$ cat config.mk
export PLATFORM = sky130hd
export DESIGN_NAME = hs_fifo
export DESIGN_NICKNAME = d
export VERILOG_FILES = /design/src/sv/hs_pkg.sv /design/src/sv/hs_fifo.sv
export SDC_FILE = /design/constraint.sdc
export NUM_CORES = 1
export LEC_CHECK = 0
export BUFFER_PORTS_ARGS = -buffer_cell sky130_fd_sc_hd__buf_4
export CORE_MARGIN = 2
export CORE_UTILIZATION = 51
export CTS_CLUSTER_DIAMETER = 50
export DETAILED_ROUTE_END_ITERATION = 12
export PLACE_DENSITY = 0.75
export SETUP_SLACK_MARGIN = 0.15
export SKIP_CTS_REPAIR_TIMING = 1
export SLEW_MARGIN = 20
export SYNTH_ARGS = -nofsm -noshare
export SYNTH_HDL_FRONTEND = slang
export SYNTH_SLANG_ARGS = --single-unit
$ cat constraint.sdc
create_clock -name clk -period 5.8 [get_ports clk]
set_clock_uncertainty 0.2 [all_clocks]
set_input_delay 0 -clock clk [delete_from_list [all_inputs] [get_ports clk]]
set_output_delay 0 -clock clk [all_outputs]
set_load 0.005 [all_outputs]
$ cat src/sv/hs_pkg.sv
// ----------------------------------------------------------------------------
// hs_pkg: shared types and constants for the hillshade stencil
// Holds field widths, status and register codes, the configuration bundle,
// the queued work item and the CORDIC arctangent table.
// ----------------------------------------------------------------------------
package hs_pkg;

  localparam int MAX_COLS_DEF     = 2048;
  localparam int CORDIC_STEPS_DEF = 16;
  localparam int QUEUE_DEPTH      = 4;

  localparam int ELEV_W     = 24;
  localparam int CELL_W     = 25;
  localparam int GRAD_W     = 27;
  localparam int COL_W      = 11;
  localparam int SLOPE_W    = 14;
  localparam int ASPECT_W   = 16;
  localparam int SHADE_W    = 16;
  localparam int CFG_IDX_W  = 3;
  localparam int CFG_DATA_W = 16;

  localparam logic signed [35:0] HALF_PI_Q30  = 36'sd1686629713;
  localparam logic signed [35:0] INV_GAIN_Q30 = 36'sd652032874;
  localparam logic signed [18:0] PI_Q13       = 19'sd25736;
  localparam logic signed [18:0] HALF_PI_Q13  = 19'sd12868;
  localparam logic signed [18:0] TWO_PI_Q13   = 19'sd51472;

  localparam logic [11:0] ROW_WIDTH_RST   = 12'd2048;
  localparam logic [15:0] CELL_SIZE_RST   = 16'd1;
  localparam logic [15:0] Z_FACTOR_RST    = 16'd256;
  localparam logic [14:0] COS_ZENITH_RST  = 15'd23170;
  localparam logic [14:0] SIN_ZENITH_RST  = 15'd23170;
  localparam logic [15:0] SUN_AZIMUTH_RST = 16'd19302;

  typedef enum logic [CFG_IDX_W-1:0] {
    REG_ROW_WIDTH   = 3'd0,
    REG_CELL_SIZE   = 3'd1,
    REG_Z_FACTOR    = 3'd2,
    REG_COS_ZENITH  = 3'd3,
    REG_SIN_ZENITH  = 3'd4,
    REG_SUN_AZIMUTH = 3'd5
  } reg_index_t;

  typedef enum logic [1:0] {
    ST_COMPUTED        = 2'd0,
    ST_CENTER_NODATA   = 2'd1,
    ST_NEIGHBOR_NODATA = 2'd2
  } status_t;

  typedef struct packed {
    logic [11:0] row_width;
    logic [15:0] cell_size;
    logic [15:0] z_factor;
    logic [14:0] cos_zenith;
    logic [14:0] sin_zenith;
    logic [15:0] sun_azimuth;
  } cfg_t;

  typedef struct packed {
    status_t                  status;
    logic [COL_W-1:0]         center_column;
    logic signed [GRAD_W-1:0] gx;
    logic signed [GRAD_W-1:0] gy;
  } work_t;

  // Arctangent of 2^-i in Q2.30, truncated.
  function automatic logic signed [31:0] atan_q30(input logic [4:0] idx);
    logic signed [31:0] v;
    case (idx)
      5'd0:  v = 32'sh3243F6A8;
      5'd1:  v = 32'sh1DAC6705;
      5'd2:  v = 32'sh0FADBAFC;
      5'd3:  v = 32'sh07F56EA6;
      5'd4:  v = 32'sh03FEAB76;
      5'd5:  v = 32'sh01FFD55B;
      5'd6:  v = 32'sh00FFFAAA;
      5'd7:  v = 32'sh007FFF55;
      5'd8:  v = 32'sh003FFFEA;
      5'd9:  v = 32'sh001FFFFD;
      5'd10: v = 32'sh000FFFFF;
      5'd11: v = 32'sh0007FFFF;
      5'd12: v = 32'sh0003FFFF;
      5'd13: v = 32'sh0001FFFF;
      5'd14: v = 32'sh0000FFFF;
      5'd15: v = 32'sh00007FFF;
      5'd16: v = 32'sh00003FFF;
      5'd17: v = 32'sh00001FFF;
      5'd18: v = 32'sh00000FFF;
      5'd19: v = 32'sh000007FF;
      5'd20: v = 32'sh000003FF;
      5'd21: v = 32'sh000001FF;
      5'd22: v = 32'sh000000FF;
      5'd23: v = 32'sh0000007F;
      default: v = 32'sh0;
    endcase
    return v;
  endfunction

endpackage

$ cat src/sv/hs_fifo.sv
// ----------------------------------------------------------------------------
// hs_fifo: work queue between the window front end and the math back end
// Small register queue of classified window items.
// ----------------------------------------------------------------------------
module hs_fifo #(
  parameter int DEPTH = hs_pkg::QUEUE_DEPTH
) (
  input  logic          clk,
  input  logic          rst,
  input  logic          push_valid,
  output logic          push_ready,
  input  hs_pkg::work_t push_data,
  output logic          pop_valid,
  input  logic          pop_ready,
  output hs_pkg::work_t pop_data
);

  localparam int PW = (DEPTH > 1) ? $clog2(DEPTH) : 1;

  hs_pkg::work_t    slots [DEPTH];
  logic [PW-1:0]    wr_ptr;
  logic [PW-1:0]    rd_ptr;
  logic [PW:0]      count;
  logic             push;
  logic             pop;

  assign push_ready = (count != (PW + 1)'(DEPTH));
  assign pop_valid  = (count != '0);
  assign pop_data   = slots[rd_ptr];
  assign push       = push_valid && push_ready;
  assign pop        = pop_valid && pop_ready;

  always_ff @(posedge clk) begin
    if (rst) begin
      wr_ptr <= '0;
      rd_ptr <= '0;
      count  <= '0;
    end else begin
      if (push) begin
        slots[wr_ptr] <= push_data;
        wr_ptr <= (wr_ptr == PW'(DEPTH - 1)) ? '0 : wr_ptr + PW'(1);
      end
      if (pop) begin
        rd_ptr <= (rd_ptr == PW'(DEPTH - 1)) ? '0 : rd_ptr + PW'(1);
      end
      if (push && !pop) begin
        count <= count + (PW + 1)'(1);
      end else if (pop && !push) begin
        count <= count - (PW + 1)'(1);
      end
    end
  end

endmodule

==> run metrics, run 1 <==
Pleak=4.46 nW; drc violations=0; Ant. Diodes=0; root buf cell=clkbuf_16; synthesized area per cell=about 25 um^2; starting density of the core=0.521; register area=8240 um^2; Filler Cells Inserted=1259; layout cells sized above 1=0.393; post-synthesis simple-gate area fraction=0.00886; crit-path cells=buf_4, mux4_2, buf_4; final WL=about 19000 um; CP delay by family, top=buffers and inverters; top cell type's share of synthesized area=0.791; Peak VDD IR=around 0.00031 V; hpwl dp=around 10000 um; number of antenna violations at the first check in global routing=0; Final Hold Fails=0; Placed Area=between 10000 and 15000 um^2; Sink Count=around 280; FMAX=0.333 GHz; Die Ht=around 150 um; WP data arrival=2.81 ns; Final Instance Area=13100 um^2; worst-path maximum fanout=37; Final Worst Setup Slack=2.79 ns; vias per cell=5.31; I/O pin count=140; Worst-path clk slew=0.06 ns; # port buffers=139; cts bufs inserted=29; Seq cells post-synth=between 200 and 300; Crit-path slowest cell=dfxtp_4; # setup viols final=0; WP buf/inv=2; max-cap violation count=0; CTS tree=done; largest family of logic cells by synthesized area=multiplexers; DIE WIDTH=145 um; synth cell count leaders=edfxtp_1, mux4_2, dfxtp_1; total track usage=0.173; Remaining Overflow, GRT=0; min Tclk post-route=3.01 ns; post-route ant nets=0; DRT Pass-1 Iters=4; crit share post-route=0.518; Synth cell types=23; Mapped Area=between 10000 and 15000 um^2; Critical Path End Type=output pin; largest net degree at the start of global routing=between 60 and 70; syn nets=approximately 480; routability cong.=around 0.7; RSZ-0062 raised after global routing=false; yosys warns=0; fin. max-slew vios=0; htree depth=1; top-count cell post-synth=edfxtp_1; xor/xnor share of the synthesized area=0.00172; post-synthesis compound-gate area fraction=0.00394; Total Nets Final=714; Power Total=between 5 and 6 mW; Skew-Pair Late Insertion Delay=around 0.52 ns; Clock Tree Buf Depth=3; post-synthesis mux area share=0.150; multi-input logic area=between 1500 and 2000 um^2; Hold Path Class=primary input to flop; critical path class=flop to output pin; Synth Area in Adders=0.00935; reg2reg setup slack=3.20 ns; Slew HR=0.321; run status=complete, no violations; Tightest Pin Transition=1.02 ns; Top cell by count, worst path=buf_4; EDFF count, synth=268; Routed WL per cell=20.3 um; Setup WS pre-CTS=3.21 ns; Worst EP required=5.60 ns; async set or reset register ratio after synthesis=0; 1st-iter DRT viols=283; PwrDens=383 nW/um^2; top_reg_cell synth=edfxtp_1; Area Overhead vs Synth=29.0%; worst hold margin=0.0238 ns; CP max stage delay=between 0.7 and 0.8 ns; first-pass GRT wire length=28200 um; via count=4878; via count of the first global-routing pass=between 5000 and 6000; top cells by area, synth=edfxtp_1, mux4_2, dfxtp_1; sequential share of the synthesized area=0.809; Setup crit start kind=flop; Die Footprint=21100 um^2; largest area contributor in the netlist=edfxtp_1; Rows=51; core area=approximately 20000 um^2; Post-Synthesis Cells=400
==> cell families (layout without fill, tap and decap cells) <==
kind of cell | Yosys count | after routing
mux | 69 | 69
simple gates | 16 | 16
flops | 277 | 277
fa+ha+maj | 7 | 7
xor+xnor | 2 | 2
compound gates | 7 | 7
buf+inv | 22 | 276
==> metrics by stage <==
stage / cells / util / setup TNS, ns
detailed placement: 796 / 0.588 / 0
floorplan: 400 / - / -165.54
finish: 919 / 0.672 / 0
global placement: 796 / 0.588 / 0
global route: 919 / 0.672 / 0
CTS: 845 / 0.634 / 0
==> registers in the layout (all words and copies together), names as in the netlist, named ones only <==
signal / count
wr_ptr: 2
count: 3
rd_ptr: 2
slots: 268
==> placed cells by master, fill, tap and decap left out, types with 2 or more instances in the layout <==
cell type | Yosys | routed
dfxtp_4 | 0 | 2
o31ai_1 | 2 | 2
xor2_1 | 2 | 2
a21oi_1 | 3 | 3
clkinv_1 | 0 | 9
ha_1 | 6 | 6
nor3b_2 | 0 | 4
inv_1 | 6 | 6
dlygate4sd3_1 | 0 | 74
or3_1 | 3 | 3
nor2_1 | 3 | 3
clkbuf_1 | 1 | 3
nand3_1 | 2 | 2
mux2i_1 | 2 | 2
nand2_1 | 2 | 2
dfxtp_1 | 9 | 7
o21ai_0 | 2 | 2
edfxtp_1 | 268 | 268
bufinv_16 | 0 | 3
mux4_2 | 67 | 67
clkbuf_16 | 0 | 29
clkinv_2 | 0 | 2
buf_4 | 3 | 147
==> worst paths after layout <==
kind,startpoint,end,cells after the start
hold reg to reg,rd_ptr[0]$_SDFFE_PP0P_,flop,2
setup reg to reg,count[0]$_SDFFE_PP0P_,slots[0][41]$_DFFE_PP_,5
hold / removal,push_data[4],slots[2][4]$_DFFE_PP_,2
setup / recovery,flop,pop_data[13],3
==> area by class of cell <==
type / instances / area share
clock buffers: 32 / 0.0561
clock inverters: 17 / 0.0124
inverters: 6 / 0.00172
multi-input cells: 101 / 0.137
flip-flops and latches: 277 / 0.627
well taps: 265 / 0.0253
repair buffers: 221 / 0.141
==> per-layer routing <==
metal	global-route usage	part of all wire	wire [um]	vias to the layer above
li1	-	-	-	2178
met1	0.216	0.40	7510	2537
met2	0.306	0.53	9900	142
met3	0.0450	0.053	986	21
met4	0.0368	0.012	221	0
met5	0	0	0	-
==> report_power, final <==
group / total [mW] / leakage (nW) / switching, mW / internal, mW
registers: 2.44 / 2.51 / 0.108 / 2.33
logic: 0.868 / 1.52 / 0.342 / 0.526
clock network: 1.73 / 0.440 / 0.689 / 1.04
total: 5.03 / 4.46 / 1.14 / 3.89
(Power assumes the default switching activity.)
==> run 2, diff against run 1 <==
Clock period 5.8 ns to 2.6 ns, I/O delays scaled along.
==> run 2 against run 1 <==
  * Combinational power increased by 150%
  * Cell count increased by 0.98%
  * Die area unchanged
  * Critical path type is now flop to flop
  * First-iteration DRC count increased by 26%
==> run metrics, run 2 (same netlist as run 1, synthesis figures left out) <==
run status=complete, no violations (unchanged); Tightest Pin Transition=0.455 ns (was 1.02 ns); routability cong.=0.739 (was 0.698); root buf cell=clkbuf_16 (unchanged); total track usage=0.171 (was 0.173); Clock Tree Buf Depth=3 (unchanged); critical path class=flop to flop (was flop to output pin); Placed Area=11600 um^2 (was 11500 um^2); Area Overhead vs Synth=30.4% (was 29.0%); htree depth=1 (unchanged); Hold Path Class=primary input to flop (unchanged); Setup crit start kind=flop (unchanged); number of antenna violations at the first check in global routing=1 (was 0); first-pass GRT wire length=28200 um (about the same); Remaining Overflow, GRT=0 (unchanged); final WL=18600 um (about the same); Final Hold Fails=0 (unchanged); Power Total=11.3 mW (was 5.03 mW); most common cell after layout, fill and taps aside=edfxtp_1 (unchanged); I/O pin count=140 (unchanged); Critical Path End Type=flop (was output pin); starting density of the core=0.521 (unchanged); layout cells sized above 1=0.414 (was 0.393); Sink Count=277 (unchanged); Skew-Pair Late Insertion Delay=0.54 ns (was 0.52 ns); CP max stage delay=0.37 ns (was 0.75 ns); Routed WL per cell=20.1 um (was 20.3 um); post-route ant nets=0 (unchanged); vias per cell=5.30 (was 5.31); Die Ht=145 um (unchanged); Top cell by count, worst path=inv_1 (was buf_4); Total Nets Final=721 (was 714); WP data arrival=2.57 ns (was 2.81 ns); largest registers=slots: 268 flops, count: 3 flops (unchanged); register area=8240 um^2 (about the same); Pleak=4.53 nW (was 4.46 nW); Crit-path slowest cell=fa_1 (was dfxtp_4); crit share post-route=0.891; CTS tree=done (unchanged); drc violations=0 (unchanged); min Tclk post-route=2.32 ns; 1st-iter DRT viols=356 (was 283); DIE WIDTH=145 um (unchanged); worst hold margin=0.00728 ns (was 0.0238 ns); hpwl dp=11000 um (was 10300 um); RSZ-0062 raised after global routing=false (unchanged); Worst EP required=2.86 ns (was 5.60 ns); commonest non-fill, non-tap cells in the layout=edfxtp_1, buf_4, dlygate4sd3_1 (unchanged); max-cap violation count=0 (unchanged); worst-path maximum fanout=5 (was 37); cts bufs inserted=29 (unchanged); core area=19500 um^2 (unchanged); DRT Pass-1 Iters=4 (unchanged); Biggest register=slots (unchanged); via count of the first global-routing pass=4990 (was 5122); Rows=51 (unchanged); largest net degree at the start of global routing=68 (unchanged); via count=4921 (was 4878); crit-path cells=nor3b_4, inv_2, nand2_4, inv_1, ha_1, inv_1, fa_1, xor2_1, or3_1, a21oi_1 (was buf_4, mux4_2, buf_4); multi-input logic area=1840 um^2 (was 1790 um^2); fin. max-slew vios=0 (unchanged); max reg flops=268 (unchanged); Final Instance Area=13300 um^2 (was 13100 um^2); Worst-path clk slew=0.06 ns (about the same); # port buffers=139 (unchanged); Die Footprint=21100 um^2 (unchanged); Slew HR=0.697 (was 0.321); Peak VDD IR=0.000677 V (was 0.000306 V); FMAX=0.431 GHz; PwrDens=853 nW/um^2 (was 383 nW/um^2); # setup viols final=0 (unchanged); Filler Cells Inserted=1250 (was 1259)
## run 2: cell types whose count changed in the layout (fill, tap and decap cells not counted), sizes merged
cell	delta
bufinv	-1
buf	+9
clkbuf	+4
clkinv	-3
clkinvlp	+1
dlygate4sd3	-2
diode	+1
## run 2: path summary, 6_finish.rpt
kind                                              from                      to  slack [ns]  depth (start not counted)
worst max register to register   count[2]$_SDFFE_PP0P_   count[2]$_SDFFE_PP0P_        0.28                         10
worst min register to register  rd_ptr[0]$_SDFFE_PP0P_                    flop        0.30                          2
worst max-delay path             count[2]$_SDFFE_PP0P_   count[2]$_SDFFE_PP0P_        0.28                         10
worst min-delay path                     push_data[25]  slots[3][25]$_DFFE_PP_       0.007                          2
## run 2: area by class of cell
| class | instances | area share |
|---|---|---|
| antenna | 1 | 0.000189 |
| sequential | 277 | 0.621 |
| multi-input combinational | 101 | 0.138 |
| inverter | 6 | 0.00170 |
| timing repair buffer | 228 | 0.146 |
| tap | 265 | 0.0250 |
| clock buffer | 36 | 0.0567 |
| clock inverter | 14 | 0.0106 |
## run 2: report_power, final
group          switching (mW)  internal, mW
Combinational           0.896          1.25
Sequential              0.134          5.19
Clock                    1.59          2.25
## run 2: through the flow
stage | setup TNS, ns | util | cells | setup slack, ns
finish | 0 | 0.679 | 928 | 0.282
global route | 0 | 0.679 | 927 | 0.153
floorplan | -113.74 | - | 400 | -0.443
global placement | 0 | 0.596 | 803 | 0.375
detailed placement | 0 | 0.596 | 803 | 0.276
CTS | 0 | 0.642 | 853 | 0.152
## run 2: routing by layer
metal  share of wire  up-vias  wire length, um  track usage
li1                -     2189                -            -
met1            0.41     2539             7670        0.227
met2            0.51      165             9550        0.290
met3           0.056       28             1040       0.0447
met4           0.020        0              379       0.0407
met5               0        -                0            0
## run 2: critical path: cells and delay by family (launching register included)
family	cells	cell delay, ns
adders and majority gates	2	0.56
xor gates and xnor gates	1	0.18
DFF	1	0.34
AOI/OAI and AO/OA	1	0.14
buffers and inverters	3	0.26
and+or+nand+nor	3	0.57
==> run 3, diff against run 2 <==
Settings changed: PLACE_DENSITY 0.75 to 0.81, RECOVER_POWER set to 100.
==> run 3 against run 2 <==
  * Critical path type unchanged
  * Critical path depth down 5
  * Total power down 2.1%
  * Utilization down 2.3 points
  * Largest cell class unchanged
  * Hold slack better by 0.063 ns
  * Register-to-register slack about the same
  * First-iteration DRC count up 1.1%
==> run metrics, run 3 (same netlist as run 1, synthesis figures left out) <==
run status=complete, no violations (unchanged); Critical Path End Type=flop (unchanged); Worst Reg-to-Reg Cells=5 (was 10); core area=19500 um^2 (unchanged); max-cap violation count=0 (unchanged); P_sw=2.62 mW (about the same); Die Footprint=21100 um^2 (unchanged); Net Sw Frac=0.237 (was 0.232); Final Hold Fails=0 (unchanged); drc violations=0 (unchanged); Worst-path clk slew=0.06 ns (about the same); # port buffers=139 (unchanged); first-pass GRT wire length=28900 um (was 28200 um); Rows=51 (unchanged); clock power share=0.343 (was 0.339); 1st-iter DRT viols=360 (was 356); starting density of the core=0.521 (unchanged); part of the power in registers=0.481 (was 0.471); commonest non-fill, non-tap cells in the layout=edfxtp_1, clkbuf_1, dlygate4sd3_1 (was edfxtp_1, buf_4, dlygate4sd3_1); Sink Count=277 (unchanged); setup TNS=0 ns (unchanged); CTS tree=done (unchanged); largest registers=slots: 268 flops, count: 3 flops (unchanged); hpwl dp=10800 um (was 11000 um); number of antenna violations at the first check in global routing=1 (unchanged); via count of the first global-routing pass=5249 (was 4990); post-route ant nets=0 (unchanged); Clock Tree Buf Depth=3 (unchanged); Die Ht=145 um (unchanged); reg2reg setup slack=0.28 ns (about the same); Slew HR=0.427 (was 0.697); worst setup path start=count[2]$_SDFFE_PP0P_ (unchanged); Peak VDD IR=0.000537 V (was 0.000677 V); Remaining Overflow, GRT=0 (unchanged); total track usage=0.176 (was 0.171); max reg flops=268 (unchanged); Total Nets Final=718 (was 721); fin. max-slew vios=0 (unchanged); Worst EP required=2.55 ns (was 2.86 ns); DR WL met3=935 um (was 1040 um); DRT Pass-1 Iters=4 (unchanged); # setup viols final=0 (unchanged); htree depth=1 (unchanged); RSZ-0062 raised after global routing=false (unchanged); Hold Path Class=primary input to flop (unchanged); min Tclk post-route=2.32 ns (about the same); DIE WIDTH=145 um (unchanged); worst-path maximum fanout=51 (was 5); Pleak=4.17 nW (was 4.53 nW); DR top layer=met4 (unchanged); crit path to=slots[3][66]$_DFFE_PP_ (was count[2]$_SDFFE_PP0P_); crit share post-route=0.892 (was 0.891); final WL=19300 um (was 18600 um); cts bufs inserted=29 (unchanged); root buf cell=clkbuf_16 (unchanged); largest net degree at the start of global routing=52 (was 68); Int Pwr=8.46 mW (was 8.69 mW); most common cell after layout, fill and taps aside=edfxtp_1 (unchanged); Crit Reg-Reg Endpoint=slots[3][66]$_DFFE_PP_ (was count[2]$_SDFFE_PP0P_); combinational cell fraction of total power=0.176 (was 0.190); FMAX=0.431 GHz (about the same); routability cong.=0.746 (was 0.739); Tightest Pin Transition=0.859 ns (was 0.455 ns); Routed WL per cell=20.8 um (was 20.1 um); Worst R2R Start=count[2]$_SDFFE_PP0P_ (unchanged); WP data arrival=2.27 ns (was 2.57 ns); Skew-Pair Late Insertion Delay=0.53 ns (was 0.54 ns); met1 WL=7660 um (was 7670 um); vias per cell=5.34 (was 5.30); Biggest register=slots (unchanged); Met2 Wirelength=10400 um (was 9550 um); I/O pin count=140 (unchanged); critical path class=flop to flop (unchanged); Power Total=11.1 mW (was 11.3 mW); Setup crit start kind=flop (unchanged); Area Overhead vs Synth=26.0% (was 30.4%); via count=4957 (was 4921); layout cells sized above 1=0.278 (was 0.414); PwrDens=864 nW/um^2 (was 853 nW/um^2)
[run 3: cell count changes in the layout (fill, tap and decap cells not counted), moves of 4 or more]
cell      before  now
buf_12         4    0
buf_4        152   14
clkbuf_1       7   90
clkbuf_2       0    4
clkbuf_4       0   52
clkbuf_8       0    5
nor3b_1        0    5
nor3b_4        5    0
[run 3: worst min path at each step]
stage                  startpoint                endpoint  slack (ns)  cells past startpoint
floorplan            push_data[0]   slots[0][0]$_DFFE_PP_       -0.10                      0
global placement     push_data[2]   slots[0][2]$_DFFE_PP_      -0.002                      1
detailed placement  push_data[26]  slots[1][26]$_DFFE_PP_       0.004                      1
CTS                 push_data[10]  slots[0][10]$_DFFE_PP_       -0.56                      1
global route        push_data[39]  slots[2][39]$_DFFE_PP_        0.07                      2
finish              push_data[24]  slots[3][24]$_DFFE_PP_        0.07                      2
[run 3: layer usage]
| layer | vias up | track usage |
|---|---|---|
| met5 | - | 0 |
| met3 | 30 | 0.0390 |
| met1 | 2585 | 0.221 |
| met4 | 0 | 0.0461 |
| li1 | 2197 | - |
| met2 | 145 | 0.311 |
[run 3: layout make-up]
cell class              instances  area [um^2]
diodes                          1         2.50
fillers                      1352         6710
multi-input cells             101         1780
well taps                     265          332
clock inverters                13         77.6
flip-flops and latches        277         8230
clock buffers                  41          821
inverters                       6         22.5
repair buffers                225         1550
[run 3: per-stage QoR]
stage,hold slack (ns),worst slack [ns],area (um^2),util,cells
global route,0.0727,0.121,12800,0.656,929
finish,0.0698,0.282,12800,0.656,929
floorplan,-0.101,-0.443,10200,-,400
CTS,-0.558,0.266,12500,0.643,857
detailed placement,0.00383,0.324,11600,0.597,803
global placement,-0.00233,0.352,11600,0.597,803
[run 3: power by group through the flow]
stage,sequential (mW),combinational (mW),clock [mW]
after floorplan,5.36,1.25,0
after global placement,5.40,2.04,0
after detailed placement,5.43,2.08,0
after CTS,5.34,2.10,3.88
after global routing,5.35,2.13,4.07
final,5.33,1.95,3.80
[run 3: critical path, cell delays in order, from the launching register on]
cell and delay [ns]:
dfxtp_1 0.33, nor3b_1 0.17, inv_2 0.10, nand2_4 0.07, nor3b_1 0.27, clkbuf_4 0.75
